## src/hw/rtl/bct_pkg.sv

```systemverilog
// Shared definitions for the bitmap collision tester: sizes, derived widths,
// command and register codes, controller states and the control/status structs.
// No dependencies.
`default_nettype none

package bct_pkg;

  // Largest bitmap the block can hold.
  localparam int MAX_WIDTH  = 256;
  localparam int MAX_HEIGHT = 256;
  localparam int MAX_DIM    = (MAX_WIDTH > MAX_HEIGHT) ? MAX_WIDTH : MAX_HEIGHT;

  // Field and register widths.
  localparam int FIELD_W = 16;
  localparam int CFG_W   = 9;

  // Derived widths.
  localparam int XLW  = $clog2(MAX_WIDTH + 1);   // column index, may equal the width
  localparam int YW   = $clog2(MAX_HEIGHT);      // row address of the bitmap RAM
  localparam int CW   = FIELD_W + 2;             // signed coordinate arithmetic
  localparam int FRAC = 16;                      // fraction bits of the line walk
  localparam int PW   = CW + FRAC;               // signed fixed-point position
  localparam int NW   = $clog2(MAX_DIM + 1);     // line step count
  localparam int QW   = FRAC + 1;                // step quotient, at most one pixel
  localparam int DCW  = $clog2(QW);              // divider iteration count

  typedef enum logic [1:0] {
    CMD_WRITE = 2'd0,
    CMD_POINT = 2'd1,
    CMD_RECT  = 2'd2,
    CMD_LINE  = 2'd3
  } cmd_e;

  typedef enum logic {
    CFG_MAP_WIDTH  = 1'b0,
    CFG_MAP_HEIGHT = 1'b1
  } cfg_idx_e;

  typedef enum logic [2:0] {
    ST_CLEAR,
    ST_IDLE,
    ST_DECODE,
    ST_WR_WRITE,
    ST_RECT,
    ST_DIV,
    ST_WALK,
    ST_DRAIN
  } state_e;

  // Commands from the controller to the datapath.
  typedef struct packed {
    logic capture;
    logic clr_step;
    logic wr_read;
    logic wr_write;
    logic probe_pt;
    logic probe_rect;
    logic probe_line;
    logic div_init;
    logic div_step;
  } ctrl_cmd_t;

  // Status from the datapath to the controller.
  typedef struct packed {
    cmd_e cmd;
    logic clr_last;
    logic wr_ok;
    logic rect_oob;
    logic rect_empty;
    logic line_oob;
    logic line_zero;
    logic rect_last;
    logic div_last;
    logic walk_last;
    logic hit_detect;
  } ctrl_stat_t;

endpackage

`default_nettype wire

```

## src/hw/rtl/bct_ctrl.sv

```systemverilog
// Controller state machine of the bitmap collision tester.
// Depends on bct_pkg for states, command codes and the control/status structs.
`default_nettype none

module bct_ctrl (
  input  logic               clk_i,
  input  logic               rst_ni,
  input  logic               start,
  output logic               busy,
  input  bct_pkg::ctrl_stat_t stat_i,
  output bct_pkg::ctrl_cmd_t  cmd_o,
  output logic               done_o,
  output logic               hit_o
);

  bct_pkg::state_e state_q, state_d;
  logic            done_q, done_d;
  logic            hit_q, hit_d;

  // State and result registers.
  always_ff @(posedge clk_i or negedge rst_ni) begin
    if (!rst_ni) begin
      state_q <= bct_pkg::ST_CLEAR;
      done_q  <= 1'b0;
      hit_q   <= 1'b0;
    end else begin
      state_q <= state_d;
      done_q  <= done_d;
      hit_q   <= hit_d;
    end
  end

  // Next state.
  always_comb begin
    state_d = state_q;
    case (state_q)
      bct_pkg::ST_CLEAR: begin
        if (stat_i.clr_last) state_d = bct_pkg::ST_IDLE;
      end
      bct_pkg::ST_IDLE: begin
        if (start) state_d = bct_pkg::ST_DECODE;
      end
      bct_pkg::ST_DECODE: begin
        case (stat_i.cmd)
          bct_pkg::CMD_WRITE: begin
            state_d = stat_i.wr_ok ? bct_pkg::ST_WR_WRITE : bct_pkg::ST_IDLE;
          end
          bct_pkg::CMD_POINT: begin
            state_d = bct_pkg::ST_DRAIN;
          end
          bct_pkg::CMD_RECT: begin
            if (stat_i.rect_oob || stat_i.rect_empty) state_d = bct_pkg::ST_IDLE;
            else state_d = bct_pkg::ST_RECT;
          end
          bct_pkg::CMD_LINE: begin
            if (stat_i.line_oob || stat_i.line_zero) state_d = bct_pkg::ST_IDLE;
            else state_d = bct_pkg::ST_DIV;
          end
          default: state_d = bct_pkg::ST_IDLE;
        endcase
      end
      bct_pkg::ST_WR_WRITE: begin
        state_d = bct_pkg::ST_IDLE;
      end
      bct_pkg::ST_RECT: begin
        if (stat_i.hit_detect) state_d = bct_pkg::ST_IDLE;
        else if (stat_i.rect_last) state_d = bct_pkg::ST_DRAIN;
      end
      bct_pkg::ST_DIV: begin
        if (stat_i.div_last) state_d = bct_pkg::ST_WALK;
      end
      bct_pkg::ST_WALK: begin
        if (stat_i.hit_detect) state_d = bct_pkg::ST_IDLE;
        else if (stat_i.walk_last) state_d = bct_pkg::ST_DRAIN;
      end
      bct_pkg::ST_DRAIN: begin
        state_d = bct_pkg::ST_IDLE;
      end
      default: state_d = bct_pkg::ST_IDLE;
    endcase
  end

  // Datapath commands and the result of a finished item.
  always_comb begin
    cmd_o  = '0;
    done_d = 1'b0;
    hit_d  = 1'b0;
    case (state_q)
      bct_pkg::ST_CLEAR: begin
        cmd_o.clr_step = 1'b1;
      end
      bct_pkg::ST_IDLE: begin
        cmd_o.capture = start;
      end
      bct_pkg::ST_DECODE: begin
        case (stat_i.cmd)
          bct_pkg::CMD_WRITE: begin
            if (stat_i.wr_ok) cmd_o.wr_read = 1'b1;
            else done_d = 1'b1;
          end
          bct_pkg::CMD_POINT: begin
            cmd_o.probe_pt = 1'b1;
          end
          bct_pkg::CMD_RECT: begin
            if (stat_i.rect_oob) begin
              done_d = 1'b1;
              hit_d  = 1'b1;
            end else if (stat_i.rect_empty) begin
              done_d = 1'b1;
            end
          end
          bct_pkg::CMD_LINE: begin
            if (stat_i.line_oob) begin
              done_d = 1'b1;
              hit_d  = 1'b1;
            end else if (stat_i.line_zero) begin
              done_d = 1'b1;
            end else begin
              cmd_o.div_init = 1'b1;
            end
          end
          default: done_d = 1'b1;
        endcase
      end
      bct_pkg::ST_WR_WRITE: begin
        cmd_o.wr_write = 1'b1;
        done_d         = 1'b1;
      end
      bct_pkg::ST_RECT: begin
        // A hit seen on an earlier row ends the scan at once.
        if (stat_i.hit_detect) begin
          done_d = 1'b1;
          hit_d  = 1'b1;
        end else begin
          cmd_o.probe_rect = 1'b1;
        end
      end
      bct_pkg::ST_DIV: begin
        cmd_o.div_step = 1'b1;
      end
      bct_pkg::ST_WALK: begin
        if (stat_i.hit_detect) begin
          done_d = 1'b1;
          hit_d  = 1'b1;
        end else begin
          cmd_o.probe_line = 1'b1;
        end
      end
      bct_pkg::ST_DRAIN: begin
        // The last probe's answer arrives here.
        done_d = 1'b1;
        hit_d  = stat_i.hit_detect;
      end
      default: cmd_o = '0;
    endcase
  end

  assign busy   = (state_q != bct_pkg::ST_IDLE);
  assign done_o = done_q;
  assign hit_o  = hit_q;

endmodule

`default_nettype wire

```

## config.mk

```make
export PLATFORM = sky130hd
export DESIGN_NAME = bct_ctrl
export DESIGN_NICKNAME = d
export VERILOG_FILES = /design/src/hw/rtl/bct_pkg.sv /design/src/hw/rtl/bct_ctrl.sv
export SDC_FILE = /design/constraint.sdc
export NUM_CORES = 1
export LEC_CHECK = 0
export BUFFER_PORTS_ARGS = -buffer_cell sky130_fd_sc_hd__buf_4
export CORE_AREA = 4 4 41 43
export DETAILED_ROUTE_END_ITERATION = 12
export DIE_AREA = 0 0 45 47
export HOLD_SLACK_MARGIN = 0.05
export PLACE_DENSITY_LB_ADDON = 0.3
export SYNTH_ARGS = -nofsm -noshare
export SYNTH_HDL_FRONTEND = slang
export SYNTH_SLANG_ARGS = --single-unit
```

## constraint.sdc

```tcl
create_clock -name clk_i -period 2.8 [get_ports clk_i]
set_input_delay 0.56 -clock clk_i [delete_from_list [all_inputs] [get_ports clk_i]]
set_output_delay 0.56 -clock clk_i [all_outputs]
set_load 0.1 [all_outputs]
```

; Yosys cells after proc, flatten, opt, wreduce, memory -nomap -nowiden
; Cells that the tools add are included.
[totals]
ff_bits = 5
latchBits = 0
mem_bits_rw = 0
rom_bits = 0
inputBits = 15
out_inout_bits = 12
memories = 0
[classes]
addsub = 0
n_mul = 0
div = 0
n_lt_le_gt_ge = 0
eq_ne = 16
n_shift = 0
mux = 40
bitwise_logic = 0
n_reduce_logical = 7
[ops]
columns = operator, count
row1 = $mux W3, 9
row2 = $mux W1, 24
row3 = $pmux W3 S7, 1
row4 = $eq A3 B3 Y1 const B, 4
row5 = $pmux W3 S4, 1
row6 = $pmux W1 S3, 3
row7 = $eq A3 B2 Y1 const B, 2
row8 = $ne A2 B2 Y1 const B, 3
row9 = $ne A3 B3 Y1 const B, 2
row10 = $reduce_and A5 Y1, 1
row11 = $eq A2 B2 Y1 const B, 2
row12 = $reduce_or A2 Y1, 2
row13 = $eq A3 B1 Y1 const B, 1
row14 = $logic_not A3 Y1, 1
row15 = $ne A3 B1 Y1 const B, 1
row16 = $eq A2 B1 Y1 const B, 1
row17 = $logic_not A2 Y1, 1
row18 = $logic_or A1 B1 Y1, 2
row19 = $mux W2, 1
row20 = $pmux W1 S2, 1

; Depth between registers and ports, before layout
[logic_depth]
depth_word = 4
depth_mapped = 4

; Worst setup path after synthesis
; No wires, ideal clock.
[synth_path]
kind = input port to output port
startpoint = input port stat_i[0] in the netlist's numbering
endpoint = output port cmd_o[3] in the netlist's numbering
arrival_time_ps = 2781
setup_slack_ps = -541
path_stages = 2
path_buffers = 0
cell_sequence = nand2b_1 -> nor3_1
[synth_rtl]
columns = item, line
row1 = start: declaration, bct_ctrl.sv:10  ; input bct_pkg::ctrl_stat_t stat_i,
row2 = end: declaration, bct_ctrl.sv:11  ; output bct_pkg::ctrl_cmd_t cmd_o,

==> run metrics <==
die span in x=45 um; number of clock buffers inserted by TritonCTS=3; Pre-antenna DRT Iters=3; IO buf count=26; Die Area=2120 um^2; clock sink total=5; CTS resizes=0; cts-stage hold buffer count=0; largest cells by area after synthesis=sky130_fd_sc_hd__dfrtp_1 (28%), sky130_fd_sc_hd__nor2_1 (5.1%), sky130_fd_sc_hd__nor3_1 (4.6%); Mapped Cells=54; Avg Synthesized Cell Area=8.13 um^2; global-route wire length before repair=1.79 mm; starting utilization of the core area=33.7%; row count=13; Core Area=1300 um^2; Warnings, synthesis=0; clk root buf=sky130_fd_sc_hd__clkbuf_4; via-per-instance ratio=5.19; most used standard cells in the synthesized netlist=sky130_fd_sc_hd__nor2_1 (6), sky130_fd_sc_hd__dfrtp_1 (5), sky130_fd_sc_hd__nand2_1 (5); pin count of the biggest net entering global routing=15; Req. time, crit path=2240 ps; run status=complete, no violations; number of global-route vias before repair=432; Post-DP HPWL=923 um; data arrival time of the critical path=1670 ps; worst setup path category=flop to primary output; Max Fclk=448 MHz; most used standard cell by instance count after synthesis=sky130_fd_sc_hd__nor2_1; nets=97; H-tree level count=1; Remaining Overflow, GRT=0; via count=498; DIE HEIGHT=47 um; area added between synthesis and finish=54.4%; portion of synthesized cell area occupied by the leading cell type=28.5%; Synth Cell Area=439 um^2; final period utilization=79.7%; placed cell count=92; clock latency at the later pin of the worst-skew pair=240 ps; number of hold violations in the final report=0; diodes inserted=0; post-route insts no fill=96; number of top-level pins=27; final routed wire length divided by cell count=12.2 um; Clock transition at path regs=40 ps; skew final=4.15 ps; DRC violation count after routing=0; most frequently used flop master after synthesis=sky130_fd_sc_hd__dfrtp_1; post-CTS repair timing setup buffer count=0; endpoint kind of the worst setup timing path=primary output; share of post-route cells with drive strength above 1=43.2%; Setup-failing EPs final=0; ys async rst share=100%; count of maximum capacitance violations=0; shortest clock period the worst path allows after layout=2230 ps; max-slew headroom at the worst pin=71.6%; number of buffers on the longest clock path=2; Final GP Congestion=0.732; post-synthesis cell type with the largest combined area=sky130_fd_sc_hd__dfrtp_1; actual slew at the worst max-slew pin=426 ps; number of antenna violations at the first check in global routing=0; Synth Net Count=69; unrepaired setup endpoints after global routing=false; number of synthesized flops with an enable pin=0; flops & latches, synth=5; count of unique library cells instantiated by Yosys=29; crit path launch type=flop; path class of the lowest-slack min-delay path=primary input to asynchronous set/reset pin; critical path fanouts, max=14; clock tree from TritonCTS=yes; Post-Route WL=1.17 mm; overall global routing resource usage=11.9%; final number of max-transition violations=0; Seq/Total Area, Yosys=28.5%; number of DRC violations after detailed-routing iteration 0=5; setup_tns=0 ps; number of routed nets with antenna violations=0
-- cell usage in the layout, fill, tap and decap left out, types with 2 or more instances in the layout --
master and n:
sky130_fd_sc_hd__clkbuf_4 3, sky130_fd_sc_hd__nand2b_1 3, sky130_fd_sc_hd__nor3b_1 2, sky130_fd_sc_hd__nor2_1 6, sky130_fd_sc_hd__nand2_1 5, sky130_fd_sc_hd__o21ai_0 2
sky130_fd_sc_hd__dfrtp_1 5, sky130_fd_sc_hd__o22ai_1 2, sky130_fd_sc_hd__inv_1 2, sky130_fd_sc_hd__buf_4 26, sky130_fd_sc_hd__a21oi_1 2, sky130_fd_sc_hd__nor3_1 2
sky130_fd_sc_hd__nor2b_1 2, sky130_fd_sc_hd__nor3_2 2, sky130_fd_sc_hd__o31a_1 2
-- sequential cells by signal, indices dropped and copies added, names as in the netlist --
register and cells:
hit_o 1, done_o 1, state_q 3
-- cell families after synthesis --
logic type             count (synthesis)  share of synthesized area [%]
AO/OA/AOI/OAI                         14                           23.9
buffers and inverters                  5                           6.27
flip-flops                             5                           28.5
multiplexers                           1                           2.28
AND/OR/NAND/NOR                       29                           39.0
-- stage by stage --
step | hold slack, ps | cell area [um^2] | worst slack [ps] | utilization (%)
floorplan | 264 | 458 | 221 | -
global placement | 362 | 652 | 804 | 50.1
detailed placement | 362 | 652 | 793 | 50.1
CTS | 94.6 | 678 | 547 | 52.1
global route | 94.6 | 678 | 433 | 52.1
finish | 105 | 678 | 569 | 52.1
-- layer usage --
metal / share of wire (%) / GRT usage (%) / vias to the layer above
met5: 0 / 0 / -
met4: 0.68 / 5.26 / 0
met3: 7.6 / 3.45 / 3
met2: 43 / 16.9 / 20
met1: 48 / 16.6 / 220
li1: - / - / 255
-- area by class of cell --
| type | instances | area (um^2) |
|---|---|---|
| Timing Repair Buffer | 26 | 195 |
| Sequential cell | 5 | 125 |
| Multi-Input combinational cell | 44 | 305 |
| Tap cell | 15 | 18.8 |
| Inverter | 2 | 7.51 |
| Clock buffer | 4 | 26.3 |
| Fill cell | 130 | 623 |
-- critical path, stage by stage (launching register included) --
cell	delay, ps
sky130_fd_sc_hd__dfrtp_1	520
sky130_fd_sc_hd__nand4bb_1	340
sky130_fd_sc_hd__nor4b_4	250
sky130_fd_sc_hd__buf_4	320
-- final timing paths --
check                      slack (ps)  cells past startpoint                endpoint                    from
max                               570                      3                cmd_o[1]  state_q[0]$_DFFE_PN0P_
min                               110                      1         hit_o$_DFF_PN0_                  rst_ni
max reg2reg                      1280                      3  state_q[0]$_DFFE_PN0P_  state_q[0]$_DFFE_PN0P_
min reg2reg                       730                      2  state_q[2]$_DFFE_PN0P_  state_q[1]$_DFFE_PN0P_
max in group asynchronous        2590                      1  state_q[0]$_DFFE_PN0P_                  rst_ni
min in group clk_i                640                      3         hit_o$_DFF_PN0_               stat_i[0]
Power is not shown: default switching activity piles up to over one toggle a cycle in this logic, so the estimate is an artifact.
